**src/rtl/u2a_pkg.sv**
```systemverilog
package u2a_pkg;

	typedef struct packed {
		logic [7:0] in_byte;
		logic       in_last;
	} in_item_t;

	typedef struct packed {
		logic [6:0] out_char;
		logic       out_last;
	} out_item_t;

	// One classified input byte: up to two characters, then maybe a terminator.
	typedef struct packed {
		logic [6:0] c1;
		logic [6:0] c2;
		logic [1:0] n_chars;
		logic       term;
	} job_t;

	localparam logic [15:0] CAPACITY_RESET = 16'd32;

endpackage

```
**src/rtl/utf8_umlaut_to_ascii.sv**
```systemverilog
// Channel   Handshake                     Payload
// input     push / full                   in_item  (in_byte, in_last)
// result    empty / pop                   out_item (out_char, out_last)
// config    cfg_valid / cfg_ready         cfg_data (out_capacity)
//
// The front takes one byte per cycle while the job queue has room and classifies it.
// The back emits one result per cycle from the head job while the result side pops, so a byte
// yields zero to three results; the output register sets the sustained rate.
// Reset sets out_capacity to 32 and clears the string state; the job queue starts empty.
// full rises when the job queue is full; a held result blocks new input only once the job queue fills.
module utf8_umlaut_to_ascii #(
	parameter int JOBQ_DEPTH = 4
) (
	input  logic               clk,
	input  logic               arst_n,
	input  logic               push,
	output logic               full,
	input  u2a_pkg::in_item_t  in_item,
	output logic               empty,
	input  logic               pop,
	output u2a_pkg::out_item_t out_item,
	input  logic               cfg_valid,
	output logic               cfg_ready,
	input  logic [15:0]        cfg_data
);
	import u2a_pkg::*;

	logic job_wr, job_rd, job_full, job_empty;
	job_t job_in, job_head;

	assign cfg_ready = 1'b1;
	assign full      = job_full;

	u2a_front u_front (
		.clk       (clk),
		.arst_n    (arst_n),
		.push      (push),
		.in_item   (in_item),
		.cfg_valid (cfg_valid),
		.cfg_data  (cfg_data),
		.job_full  (job_full),
		.job_wr    (job_wr),
		.job       (job_in)
	);

	u2a_jobq #(.DEPTH(JOBQ_DEPTH)) u_jobq (
		.clk    (clk),
		.arst_n (arst_n),
		.wr     (job_wr),
		.wdata  (job_in),
		.full   (job_full),
		.rd     (job_rd),
		.rdata  (job_head),
		.empty  (job_empty)
	);

	u2a_back u_back (
		.clk       (clk),
		.arst_n    (arst_n),
		.job_empty (job_empty),
		.job       (job_head),
		.job_rd    (job_rd),
		.empty     (empty),
		.pop       (pop),
		.out_item  (out_item)
	);

endmodule

```
**src/rtl/u2a_front.sv**
```systemverilog
module u2a_front (
	input  logic              clk,
	input  logic              arst_n,
	input  logic              push,
	input  u2a_pkg::in_item_t in_item,
	input  logic              cfg_valid,
	input  logic [15:0]       cfg_data,
	input  logic              job_full,
	output logic              job_wr,
	output u2a_pkg::job_t     job
);
	import u2a_pkg::*;

	localparam logic [7:0] LEAD_BYTE  = 8'hC3;
	localparam logic [7:0] SEC_SZ     = 8'h9F;
	localparam logic [7:0] SEC_AE     = 8'hA4;
	localparam logic [7:0] SEC_OE     = 8'hB6;
	localparam logic [7:0] SEC_UE     = 8'hBC;
	localparam logic [7:0] SEC_AE_CAP = 8'h84;
	localparam logic [7:0] SEC_OE_CAP = 8'h96;
	localparam logic [7:0] SEC_UE_CAP = 8'h9C;
	localparam logic [7:0] FIRST_PASS = 8'h20;
	localparam logic [7:0] LAST_PASS  = 8'h7D;
	localparam logic [6:0] CH_QMARK   = 7'h3F;
	localparam logic [6:0] CH_E       = 7'h65;
	localparam logic [6:0] CH_S       = 7'h73;
	localparam logic [6:0] CH_A_LO    = 7'h61;
	localparam logic [6:0] CH_O_LO    = 7'h6F;
	localparam logic [6:0] CH_U_LO    = 7'h75;
	localparam logic [6:0] CH_A_UP    = 7'h41;
	localparam logic [6:0] CH_O_UP    = 7'h4F;
	localparam logic [6:0] CH_U_UP    = 7'h55;

	function automatic logic [15:0] reload(input logic [15:0] cap);
		reload = (cap == 16'd0) ? 16'd0 : cap - 16'd1;
	endfunction

	logic        lead_q, lead_d;
	logic        stop_q, stop_d;
	logic [15:0] room_q, room_d;
	logic [15:0] cap_q;
	logic        accept;
	logic [1:0]  want;
	logic [1:0]  n_chars;
	logic        is_lead;
	logic [6:0]  c1, c2;
	logic [15:0] room_after;
	logic        term;

	assign accept = push && !job_full;

	always_comb begin
		want    = 2'd1;
		c1      = CH_QMARK;
		c2      = CH_E;
		is_lead = 1'b0;
		if (lead_q) begin
			want = 2'd2;
			unique case (in_item.in_byte)
				SEC_SZ: begin
					c1 = CH_S;
					c2 = CH_S;
				end
				SEC_AE:     c1 = CH_A_LO;
				SEC_OE:     c1 = CH_O_LO;
				SEC_UE:     c1 = CH_U_LO;
				SEC_AE_CAP: c1 = CH_A_UP;
				SEC_OE_CAP: c1 = CH_O_UP;
				SEC_UE_CAP: c1 = CH_U_UP;
				default:    want = 2'd1;
			endcase
		end else if (in_item.in_byte >= FIRST_PASS && in_item.in_byte <= LAST_PASS) begin
			c1 = in_item.in_byte[6:0];
		end else if (in_item.in_byte == LEAD_BYTE && !in_item.in_last) begin
			is_lead = 1'b1;
			want    = 2'd0;
		end
		// An expansion with a single slot left keeps only its first letter.
		n_chars    = (want == 2'd2 && room_q == 16'd1) ? 2'd1 : want;
		room_after = room_q - {14'd0, n_chars};
		term       = (room_after == 16'd0) || in_item.in_last;
	end

	always_comb begin
		lead_d = lead_q;
		stop_d = stop_q;
		room_d = room_q;
		job_wr = 1'b0;
		job    = '{c1: c1, c2: c2, n_chars: 2'd0, term: 1'b1};
		if (accept) begin
			if (stop_q) begin
				// Dropped byte; nothing comes out.
			end else if (room_q == 16'd0) begin
				job_wr = 1'b1;
				stop_d = 1'b1;
			end else begin
				lead_d      = is_lead;
				room_d      = room_after;
				job.n_chars = n_chars;
				job.term    = term;
				job_wr      = (n_chars != 2'd0) || term;
				stop_d      = (room_after == 16'd0);
			end
			if (in_item.in_last) begin
				lead_d = 1'b0;
				stop_d = 1'b0;
				room_d = reload(cap_q);
			end
		end
	end

	always_ff @(posedge clk or negedge arst_n) begin
		if (!arst_n) begin
			cap_q  <= CAPACITY_RESET;
			room_q <= reload(CAPACITY_RESET);
			lead_q <= 1'b0;
			stop_q <= 1'b0;
		end else if (cfg_valid) begin
			cap_q  <= cfg_data;
			room_q <= reload(cfg_data);
			lead_q <= 1'b0;
			stop_q <= 1'b0;
		end else begin
			room_q <= room_d;
			lead_q <= lead_d;
			stop_q <= stop_d;
		end
	end

	// A held lead byte never leaves the room at zero, so it cannot coexist with a stop.
	a_stop_no_lead: assert property (@(posedge clk) disable iff (!arst_n)
		stop_q |-> !lead_q) else $error("lead byte pending while stopped");

	a_stop_room_zero: assert property (@(posedge clk) disable iff (!arst_n)
		stop_q |-> room_q == 16'd0) else $error("stopped with room left");

endmodule

```
**src/rtl/u2a_jobq.sv**
```systemverilog
module u2a_jobq #(
	parameter int DEPTH = 4
) (
	input  logic          clk,
	input  logic          arst_n,
	input  logic          wr,
	input  u2a_pkg::job_t wdata,
	output logic          full,
	input  logic          rd,
	output u2a_pkg::job_t rdata,
	output logic          empty
);
	import u2a_pkg::*;

	localparam int AW = (DEPTH > 1) ? $clog2(DEPTH) : 1;
	localparam int CW = $clog2(DEPTH + 1);

	job_t          mem_q [DEPTH];
	logic [AW-1:0] wr_ptr_q, rd_ptr_q;
	logic [CW-1:0] count_q;
	logic          do_wr, do_rd;

	function automatic logic [AW-1:0] nxt(input logic [AW-1:0] p);
		nxt = (p == AW'(DEPTH - 1)) ? '0 : p + 1'b1;
	endfunction

	assign full  = (count_q == CW'(DEPTH));
	assign empty = (count_q == '0);
	assign rdata = mem_q[rd_ptr_q];
	assign do_wr = wr && !full;
	assign do_rd = rd && !empty;

	always_ff @(posedge clk) begin
		if (do_wr) begin
			mem_q[wr_ptr_q] <= wdata;
		end
	end

	always_ff @(posedge clk or negedge arst_n) begin
		if (!arst_n) begin
			wr_ptr_q <= '0;
			rd_ptr_q <= '0;
			count_q  <= '0;
		end else begin
			if (do_wr) begin
				wr_ptr_q <= nxt(wr_ptr_q);
			end
			if (do_rd) begin
				rd_ptr_q <= nxt(rd_ptr_q);
			end
			if (do_wr && !do_rd) begin
				count_q <= count_q + 1'b1;
			end else if (do_rd && !do_wr) begin
				count_q <= count_q - 1'b1;
			end
		end
	end

	a_count_bound: assert property (@(posedge clk) disable iff (!arst_n)
		count_q <= CW'(DEPTH)) else $error("job queue count overflow");

endmodule

```
**src/rtl/u2a_back.sv**
```systemverilog
module u2a_back (
	input  logic               clk,
	input  logic               arst_n,
	input  logic               job_empty,
	input  u2a_pkg::job_t      job,
	output logic               job_rd,
	output logic               empty,
	input  logic               pop,
	output u2a_pkg::out_item_t out_item
);
	import u2a_pkg::*;

	logic       out_valid_q;
	out_item_t  out_item_q;
	logic [1:0] idx_q;
	logic [1:0] total;
	logic       load;
	logic       end_of_job;
	out_item_t  next_item;

	assign total      = job.n_chars + {1'b0, job.term};
	assign end_of_job = (idx_q == total - 2'd1);
	assign load       = !job_empty && (!out_valid_q || pop);
	assign job_rd     = load && end_of_job;

	always_comb begin
		if (idx_q < job.n_chars) begin
			next_item = '{out_char: (idx_q == 2'd0) ? job.c1 : job.c2, out_last: 1'b0};
		end else begin
			next_item = '{out_char: 7'd0, out_last: 1'b1};
		end
	end

	always_ff @(posedge clk or negedge arst_n) begin
		if (!arst_n) begin
			out_valid_q <= 1'b0;
			idx_q       <= 2'd0;
		end else begin
			if (load) begin
				out_valid_q <= 1'b1;
				idx_q       <= end_of_job ? 2'd0 : idx_q + 2'd1;
			end else if (pop) begin
				out_valid_q <= 1'b0;
			end
		end
	end

	always_ff @(posedge clk) begin
		if (load) begin
			out_item_q <= next_item;
		end
	end

	assign empty    = !out_valid_q;
	assign out_item = out_item_q;

	// The position within a job stays inside that job's item count.
	a_idx_in_job: assert property (@(posedge clk) disable iff (!arst_n)
		!job_empty |-> idx_q < total) else $error("item index past end of job");

endmodule

```
**config.mk**
```make
export PLATFORM = sky130hd
export DESIGN_NAME = utf8_umlaut_to_ascii
export DESIGN_NICKNAME = d
export VERILOG_FILES = /design/src/rtl/u2a_pkg.sv /design/src/rtl/utf8_umlaut_to_ascii.sv /design/src/rtl/u2a_front.sv /design/src/rtl/u2a_jobq.sv /design/src/rtl/u2a_back.sv
export SDC_FILE = /design/constraint.sdc
export NUM_CORES = 1
export LEC_CHECK = 0
export CAP_MARGIN = 5
export CORE_MARGIN = 8
export CORE_UTILIZATION = 60
export DETAILED_ROUTE_END_ITERATION = 7
export DONT_BUFFER_PORTS = 1
export PLACE_DENSITY = 0.76
export SYNTH_ARGS = -nofsm -noshare
export SYNTH_HDL_FRONTEND = slang
export SYNTH_SLANG_ARGS = --single-unit
```
**constraint.sdc**
```tcl
create_clock -name clk -period 5.2 [get_ports clk]
set_input_delay 1.3 -clock clk [delete_from_list [all_inputs] [get_ports clk]]
set_output_delay 1.3 -clock clk [all_outputs]
set_load 0.005 [all_outputs]
```
# Yosys cells after proc, flatten, opt, wreduce, memory -nomap -nowiden

Memories as Yosys holds them, arrays and structs flattened.
Cells that the tools add are included.

Bits in registers: 52
Memory bits (writable): 68
Input port bits: 30
Logic and storage cells: 119
Memories kept: 1

Memories:

| name         | depth | width | rd ports | clocked after Yosys merged registers in | wr ports | RTL line       | source |
|---|---|---|---|---|---|---|---|
| u_jobq.mem_q | 4     | 17    | 1        | 0                                       | 1        | u2a_jobq.sv:18 | `job_t mem_q [DEPTH];` |

Add/subtract/negate cells: 10
$lt $le $gt $ge: 3
Equality and inequality tests: 16
Multiplexer cells: 47
Reduce and logical (&&, ||, !) cells: 31

Operator list:

| kind                                                            | number |
|---|---|
| two-way mux 16 bit                                              | 7 |
| equality test 8 bit (second input constant)                     | 8 |
| logical NOT 16 bit                                              | 4 |
| one-hot mux 7 bit (7 select lines)                              | 1 |
| subtractor 16 x 1 -> 16 bit (second input constant)             | 2 |
| two-way mux 7 bit                                               | 4 |
| two-way mux 1 bit                                               | 22 |
| equality test 16 x 1 -> 1 bit (second input constant)           | 1 |
| subtractor 16 x 2 -> 16 bit                                     | 1 |
| two-way mux 3 bit                                               | 5 |
| two-way mux 2 bit                                               | 7 |
| logical AND 1 bit                                               | 10 |
| >= comparator 8 x 6 -> 1 bit (second input constant)            | 1 |
| less-or-equal comparator 8 x 7 -> 1 bit (second input constant) | 1 |
| nonzero test 2 bit                                              | 4 |
| OR reduction 7 bit                                              | 1 |
| adder 2 x 1 -> 2 bit (second input constant)                    | 3 |
| equality test 2 bit (second input constant)                     | 3 |
| logical NOT 1 bit                                               | 6 |
| != test 3 bit (second input constant)                           | 2 |
| two-way mux 5 bit                                               | 1 |
| adder 3 x 1 -> 3 bit (second input constant)                    | 1 |
| equality test 3 bit (second input constant)                     | 1 |
| logical NOT 3 bit                                               | 1 |
| 8 further kinds                                                 | 10 |

# Depth between registers and ports, before layout

Depth after elaboration: 20
Gate-level depth with buffers: 22
Depth with buffers taken out: 21

# Modules after synthesis

A second synthesis with hierarchy kept.

Cells, all modules: 544
Area, all modules: 6,540.0 um^2

By module, submodules not included:

| module               | instances | cells an instance | area an instance (um^2) |
|---|---|---|---|
| u2a_front            | 1         | 362               | 3,020.4 |
| u2a_jobq             | 1         | 126               | 2,900.3 |
| u2a_back             | 1         | 54                | 608.1 |
| utf8_umlaut_to_ascii | 1         | 2                 | 11.3 |

# Worst setup path after synthesis

No wires, ideal clock.

Path type: input -> register
From: input in_item[5] in the netlist's numbering
To: register u_jobq.count_q[2]
Setup time: 79 ps
Arrival time: 5,510 ps
Data required time: 5,121 ps
Path slack: -390 ps
Cell stages on the path: 22
Buffers on the path: 1
Cell sequence: clkbuf_1 > nand2_1 > or3_1 > a21oi_1 > o21ai_0 > a21o_1 > and2_1 > ha_1 > inv_1 > fa_1 > nand2b_1 > nor4_1 > nand4_1 > a2111oi_4 > a21oi_2 > nor2b_1 > ha_1 > inv_1 > fa_1 > xor2_1 > nor2_1 > xor2_1

Word-level cells in the longest chain between the ends: 19
Elaborated cells between the ends (all ways): 34

Ends and longest elaborated chain:

| item                                                                                 | RTL line                   | source |
|---|---|---|
| start, declared                                                                      | utf8_umlaut_to_ascii.sv:18 | `input u2a_pkg::in_item_t in_item,` |
| parallel branches: the longest is 4 deep, another holds >= comparator 8 x 6 -> 1 bit | --                         |  |
| two-way mux 2 bit (*)                                                                | u2a_front.sv:57            | `if (lead_q) begin` |
| equality test 2 bit                                                                  | u2a_front.sv:79            | `n_chars = (want == 2'd2 && room_q == 16'd1) ? 2'd1 : want;` |
| logical AND 1 bit                                                                    | u2a_front.sv:79            |  |
| two-way mux 2 bit (*)                                                                | u2a_front.sv:79            |  |
| subtractor 16 x 2 -> 16 bit                                                          | u2a_front.sv:80            | `room_after = room_q - {14'd0, n_chars};` |
| logical NOT 16 bit                                                                   | u2a_front.sv:81            | `term = (room_after == 16'd0) \|\| in_item.in_last;` |
| logical OR 1 bit                                                                     | u2a_front.sv:81            |  |
| logical OR 1 bit (*)                                                                 | u2a_front.sv:101           | `job_wr = (n_chars != 2'd0) \|\| term;` |
| two-way mux 1 bit (*)                                                                | u2a_front.sv:93            | `end else if (room_q == 16'd0) begin` |
| two-way mux 1 bit (*)                                                                | u2a_front.sv:91            | `if (stop_q) begin` |
| two-way mux 1 bit (*)                                                                | u2a_front.sv:90            | `if (accept) begin` |
| logical AND 1 bit (*)                                                                | u2a_jobq.sv:30             | `assign do_wr = wr && !full;` |
| via u_jobq.do_wr                                                                     | u2a_jobq.sv:21             | `logic do_wr, do_rd;` |
| logical NOT 1 bit                                                                    | u2a_jobq.sv:53             | `end else if (do_rd && !do_wr) begin` |
| logical AND 1 bit                                                                    | u2a_jobq.sv:53             |  |
| nonzero test 2 bit (no line)                                                         | --                         |  |
| end signal, assigned                                                                 | u2a_jobq.sv:52             | `count_q <= count_q + 1'b1;` |
| end signal, assigned                                                                 | u2a_jobq.sv:54             | `count_q <= count_q - 1'b1;` |
| end, declared                                                                        | u2a_jobq.sv:20             | `logic [CW-1:0] count_q;` |

Mark *: on every way through the listed nets, which the timed path passes.
A chain may end at the register's enable or synchronous reset.

# Worst setup path in the final report

From: input in_item[8] in the netlist's numbering
To: register u_jobq.count_q[2]

Same word-level chain as after synthesis.

==> impl.org <==
** Timing
- For the final database, setup skew stands at 15.6 ps.
- For the pin with the worst max-slew slack, the measured transition is 876 ps.
- Setup Total Neg Slack :: 0 ps
- After layout, the minimum clock period comes to 4880 ps.
- Setup violations remaining at the end of the flow were counted as 0.
- Maximum operating frequency :: 205 MHz
- Of the available clock period, the critical path in the final layout requires 93.9%.
- Hold Vio Cnt, Final :: 0
- Normalized max-slew margin :: 41.6%
- The max-slew violation count is 0.
- RSZ-0062 raised after global routing :: no

** GRT
- Global-route congestion overflow total :: 0
- Number of antenna violations at the first check in global routing :: 0
- Largest net degree at the start of global routing :: 45
- Across every metal layer, demand over resource in global routing totals 20.3%.
- Wire length of the first global-routing pass :: 20600 um
- Number of global-route vias before repair :: 4016

** Floorplan
- In this run the horizontal extent of the chip is 114 um.
- The initialized floorplan defines 35 standard-cell rows.
- Floorplan die area :: 12900 um2
- The core region is 9240 um2.
- I/O pin count :: 41
- From bottom edge to top edge, the die measures 114 um.
- Initial standard-cell utilization of the core :: 61.8%

** Pwr
- Registers are responsible for 47.1% of the overall power.
- Comb pwr share :: 34.6%
- Power spent charging and discharging nets :: 0.973 mW
- The analysis attributes to cell leakage a power of 2.19 nW.
- Peak supply drop :: 0.231 mV
- Internal cell power :: 1.71 mW
- Switching power share of the total :: 36.3%
- Power spread over the standard cell area amounts to 438 nW/um2.
- Clock share of power :: 18.3%

** Setup path
- Data arrives at the worst endpoint at 5170 ps.
- Critical path endpoint category :: flop
- By startpoint and endpoint, the worst setup path is classified as input pin to flop.
- STA classifies the critical path startpoint as an input pin.
- STA puts the critical path data required time at 5490 ps.
- Of all nets on the critical path, the largest fanout is 5.

** Yosys
- Syn Nets :: 560
- The average instance in the mapped netlist occupies 11.1 um2.
- In this run, distinct cell masters in the synthesized netlist total 72.
- Sequential elements use 48.9% of the synthesized area.
- Number of flops mapped to enable cells by yosys :: 56
- The synthesized design contains 100 register bits.
- Prevailing post-synth register cell :: edfxtp_1
- Share of flip-flops with an asynchronous set or reset :: 44.0%
- Synthesized cell area :: 5710 um2
- Synth Warn # :: 0
- Synthesis produced a netlist whose cell count is 515.

** Cells and area
- Final instance count without filler cells :: 657
- Counting the fill cells in the layout gives 731.
- The area growth from synthesis to layout is 7.41%.
- The net count of the finished layout is 568.
- The number of antenna diodes in the final layout is 0.
- The post-route netlist has 20.6% of its cells at a drive strength greater than 1.

** Detailed routing
- Summing over every cut layer, the via total after detailed routing is 4085.
- Average vias per placed instance :: 6.22
- Routed wire length per instance :: 19.5 um
- Total wire length after detailed routing :: 12800 um
- DRC marker count from the first detailed-route iteration :: 314
- Post-route antenna net violation count :: 0
- After detailed routing, the number of remaining DRC violations is 0.
- Number of detailed-routing iterations run before antenna repair :: 6

** CTS
- CTS buffer count :: 9
- For this design, the CTS-stage hold fixing added 0 buffers.
- Clock tree from TritonCTS :: done
- Counting along the longest clock path gives a buffer depth of 2.
- Clock sink count :: 100
- Clk_lat worst skew :: 370 ps
- Clock-pin slew on the worst setup and hold paths :: 100 ps
- The H-tree was split into 3 levels.
- Clk root buf :: clkbuf_8

** Placed design
- Number of buffers added on ports :: 0
- Including well taps, the total number of placed cells is 641.
- HPWL Detailed :: 9880 um
- Routability-driven placement finished with a final weighted congestion of 0.928.

** Job
- Max-cap violations :: 0

** Hold path
- The worst hold path belongs to the class flop to flop.

** Run status
- Outcome :: complete, no violations
==> power groups by stage <==
stage	logic (mW)	registers [mW]	clock network, mW
after floorplan	0.791	1.18	0
after global placement	0.897	1.27	0
after detailed placement	0.926	1.29	0
after CTS	0.933	1.27	0.505
after global routing	1.04	1.29	0.529
final	0.929	1.27	0.490
==> cell families (layout without fill, tap and decap cells) <==
logic type / after synthesis / after routing / synth area share [%]
other: 1 / 1 / 0.0657
AND/OR/NAND/NOR: 175 / 175 / 16.5
AO/OA/AOI/OAI: 107 / 107 / 13.0
adder cells (fa/ha/maj): 15 / 15 / 3.55
buffers and inverters: 49 / 62 / 3.97
XOR/XNOR: 38 / 38 / 5.83
multiplexers: 30 / 30 / 8.26
flip-flops: 100 / 100 / 48.9
==> layer usage <==
| layer | track usage (%) | wire, um | up-vias |
|---|---|---|---|
| li1 | - | - | 1930 |
| met1 | 25.0 | 5400 | 2002 |
| met2 | 35.7 | 6460 | 130 |
| met3 | 3.54 | 726 | 23 |
| met4 | 6.04 | 244 | 0 |
| met5 | 0 | 0 | - |
==> state kept, by name, indices dropped and copies added (netlist names) <==
| register | cells |
|---|---|
| u_front.stop_q | 1 |
| u_jobq.mem_q | 48 |
| u_front.cap_q | 16 |
| u_jobq.wr_ptr_q | 2 |
| u_jobq.rd_ptr_q | 2 |
| u_front.room_q | 16 |
| u_jobq.count_q | 3 |
| u_back.out_valid_q | 1 |
| u_back.out_item | 8 |
| u_front.lead_q | 1 |
| u_back.idx_q | 2 |
==> per-stage QoR <==
| stage | hold WS (ps) | area, um2 | total power, mW | util (%) | worst slack (ps) |
|---|---|---|---|---|---|
| finish | 493 | 6130 | 2.68 | 66.4 | 318 |
| CTS | 490 | 6120 | 2.71 | 66.2 | 182 |
| global route | 506 | 6130 | 2.86 | 66.4 | 89.8 |
| global placement | 470 | 5920 | 2.17 | 64.1 | -77.7 |
| detailed placement | 473 | 5920 | 2.21 | 64.1 | -176 |
| floorplan | 453 | 5760 | 1.97 | - | -144 |
==> worst paths after layout <==
| kind | from | to | slack, ps | depth (start not counted) |
|---|---|---|---|---|
| worst min register to register | u_jobq.count_q[2] | u_jobq.count_q[2] | 490 | 1 |
| worst min-delay path | u_jobq.count_q[2] | u_jobq.count_q[2] | 490 | 1 |
| worst max-delay path | in_item[8] | u_jobq.count_q[2] | 320 | 18 |
| min in group asynchronous | arst_n | u_back.idx_q[1] | 600 | 0 |
| worst max register to register | u_front.room_q[5] | u_jobq.count_q[2] | 610 | 19 |
| max in group asynchronous | arst_n | u_front.cap_q[5] | 4400 | 0 |
==> layout by cell type, fill, tap and decap left out, types with 4 or more instances in the layout <==
cell / netlist / final
edfxtp_1: 56 / 56
nor2_1: 39 / 39
dfrtp_1: 38 / 38
nand2_1: 35 / 34
xnor2_1: 26 / 26
nor3_1: 25 / 25
a21oi_1: 26 / 25
inv_1: 25 / 24
buf_4: 1 / 21
o21ai_0: 20 / 19
mux2_2: 17 / 17
o22ai_1: 14 / 14
mux4_2: 12 / 12
xor2_1: 12 / 12
ha_1: 13 / 11
or3_1: 11 / 10
clkbuf_8: 3 / 9
a21o_1: 7 / 7
nor4_1: 9 / 7
o22a_1: 7 / 7
or2_2: 7 / 6
nand2b_1: 6 / 6
dfstp_2: 6 / 6
nand4_1: 5 / 5
nand3_1: 5 / 5
nor3b_1: 4 / 4
o221ai_1: 4 / 4
==> what timing repair did <==
| item | 4_1_cts | 5_1_grt |
|---|---|---|
| setup buffers | 0 | 0 |
| resized for setup | 0 | 2 |
| endpoints found under the setup margin | 0 | 2 |
==> critical path, stage by stage <==
cell	delay, ps
nand2_1	80
or3_4	390
a21oi_2	150
o21ai_2	80
a21o_1	200
ha_2	190
or2_4	240
or4_4	510
o31a_1	360
a2111oi_4	370
a21oi_2	140
nor2b_1	140
ha_2	200
inv_2	50
fa_2	350
xor2_1	140
nor2_1	130
xor2_1	150
==> Yosys cell counts (3+ instances only) <==
| master | count | area, um2 |
|---|---|---|
| a21o_1 | 7 | 52.6 |
| a21oi_1 | 26 | 130 |
| clkbuf_1 | 17 | 63.8 |
| clkbuf_8 | 3 | 41.3 |
| dfrtp_1 | 38 | 951 |
| dfstp_2 | 6 | 158 |
| edfxtp_1 | 56 | 1680 |
| ha_1 | 13 | 163 |
| inv_1 | 25 | 93.8 |
| mux2_2 | 17 | 191 |
| mux4_2 | 12 | 270 |
| nand2_1 | 35 | 131 |
| nand2b_1 | 6 | 37.5 |
| nand3_1 | 5 | 25.0 |
| nand3b_1 | 3 | 22.5 |
| nand4_1 | 5 | 31.3 |
| nor2_1 | 39 | 146 |
| nor2b_1 | 3 | 18.8 |
| nor3_1 | 25 | 125 |
| nor3b_1 | 4 | 30.0 |
| nor4_1 | 9 | 56.3 |
| o21ai_0 | 20 | 100 |
| o221ai_1 | 4 | 35.0 |
| o22a_1 | 7 | 61.3 |
| o22ai_1 | 14 | 87.6 |
| o31a_1 | 3 | 26.3 |
| or2_2 | 7 | 43.8 |
| or3_1 | 11 | 68.8 |
| or4_1 | 3 | 22.5 |
| xnor2_1 | 26 | 228 |
| xor2_1 | 12 | 105 |
==> area by class of cell <==
type | instances | area (um2) | share of cell area, %
clock buffers | 9 | 124 | 2.02
clock inverters | 7 | 75.1 | 1.22
inverters | 25 | 93.8 | 1.53
multi-input cells | 366 | 2730 | 44.5
flip-flops and latches | 100 | 2790 | 45.5
well taps | 129 | 161 | 2.63
repair buffers | 21 | 158 | 2.57
No activity file was read; power rests on OpenSTA's default activity.
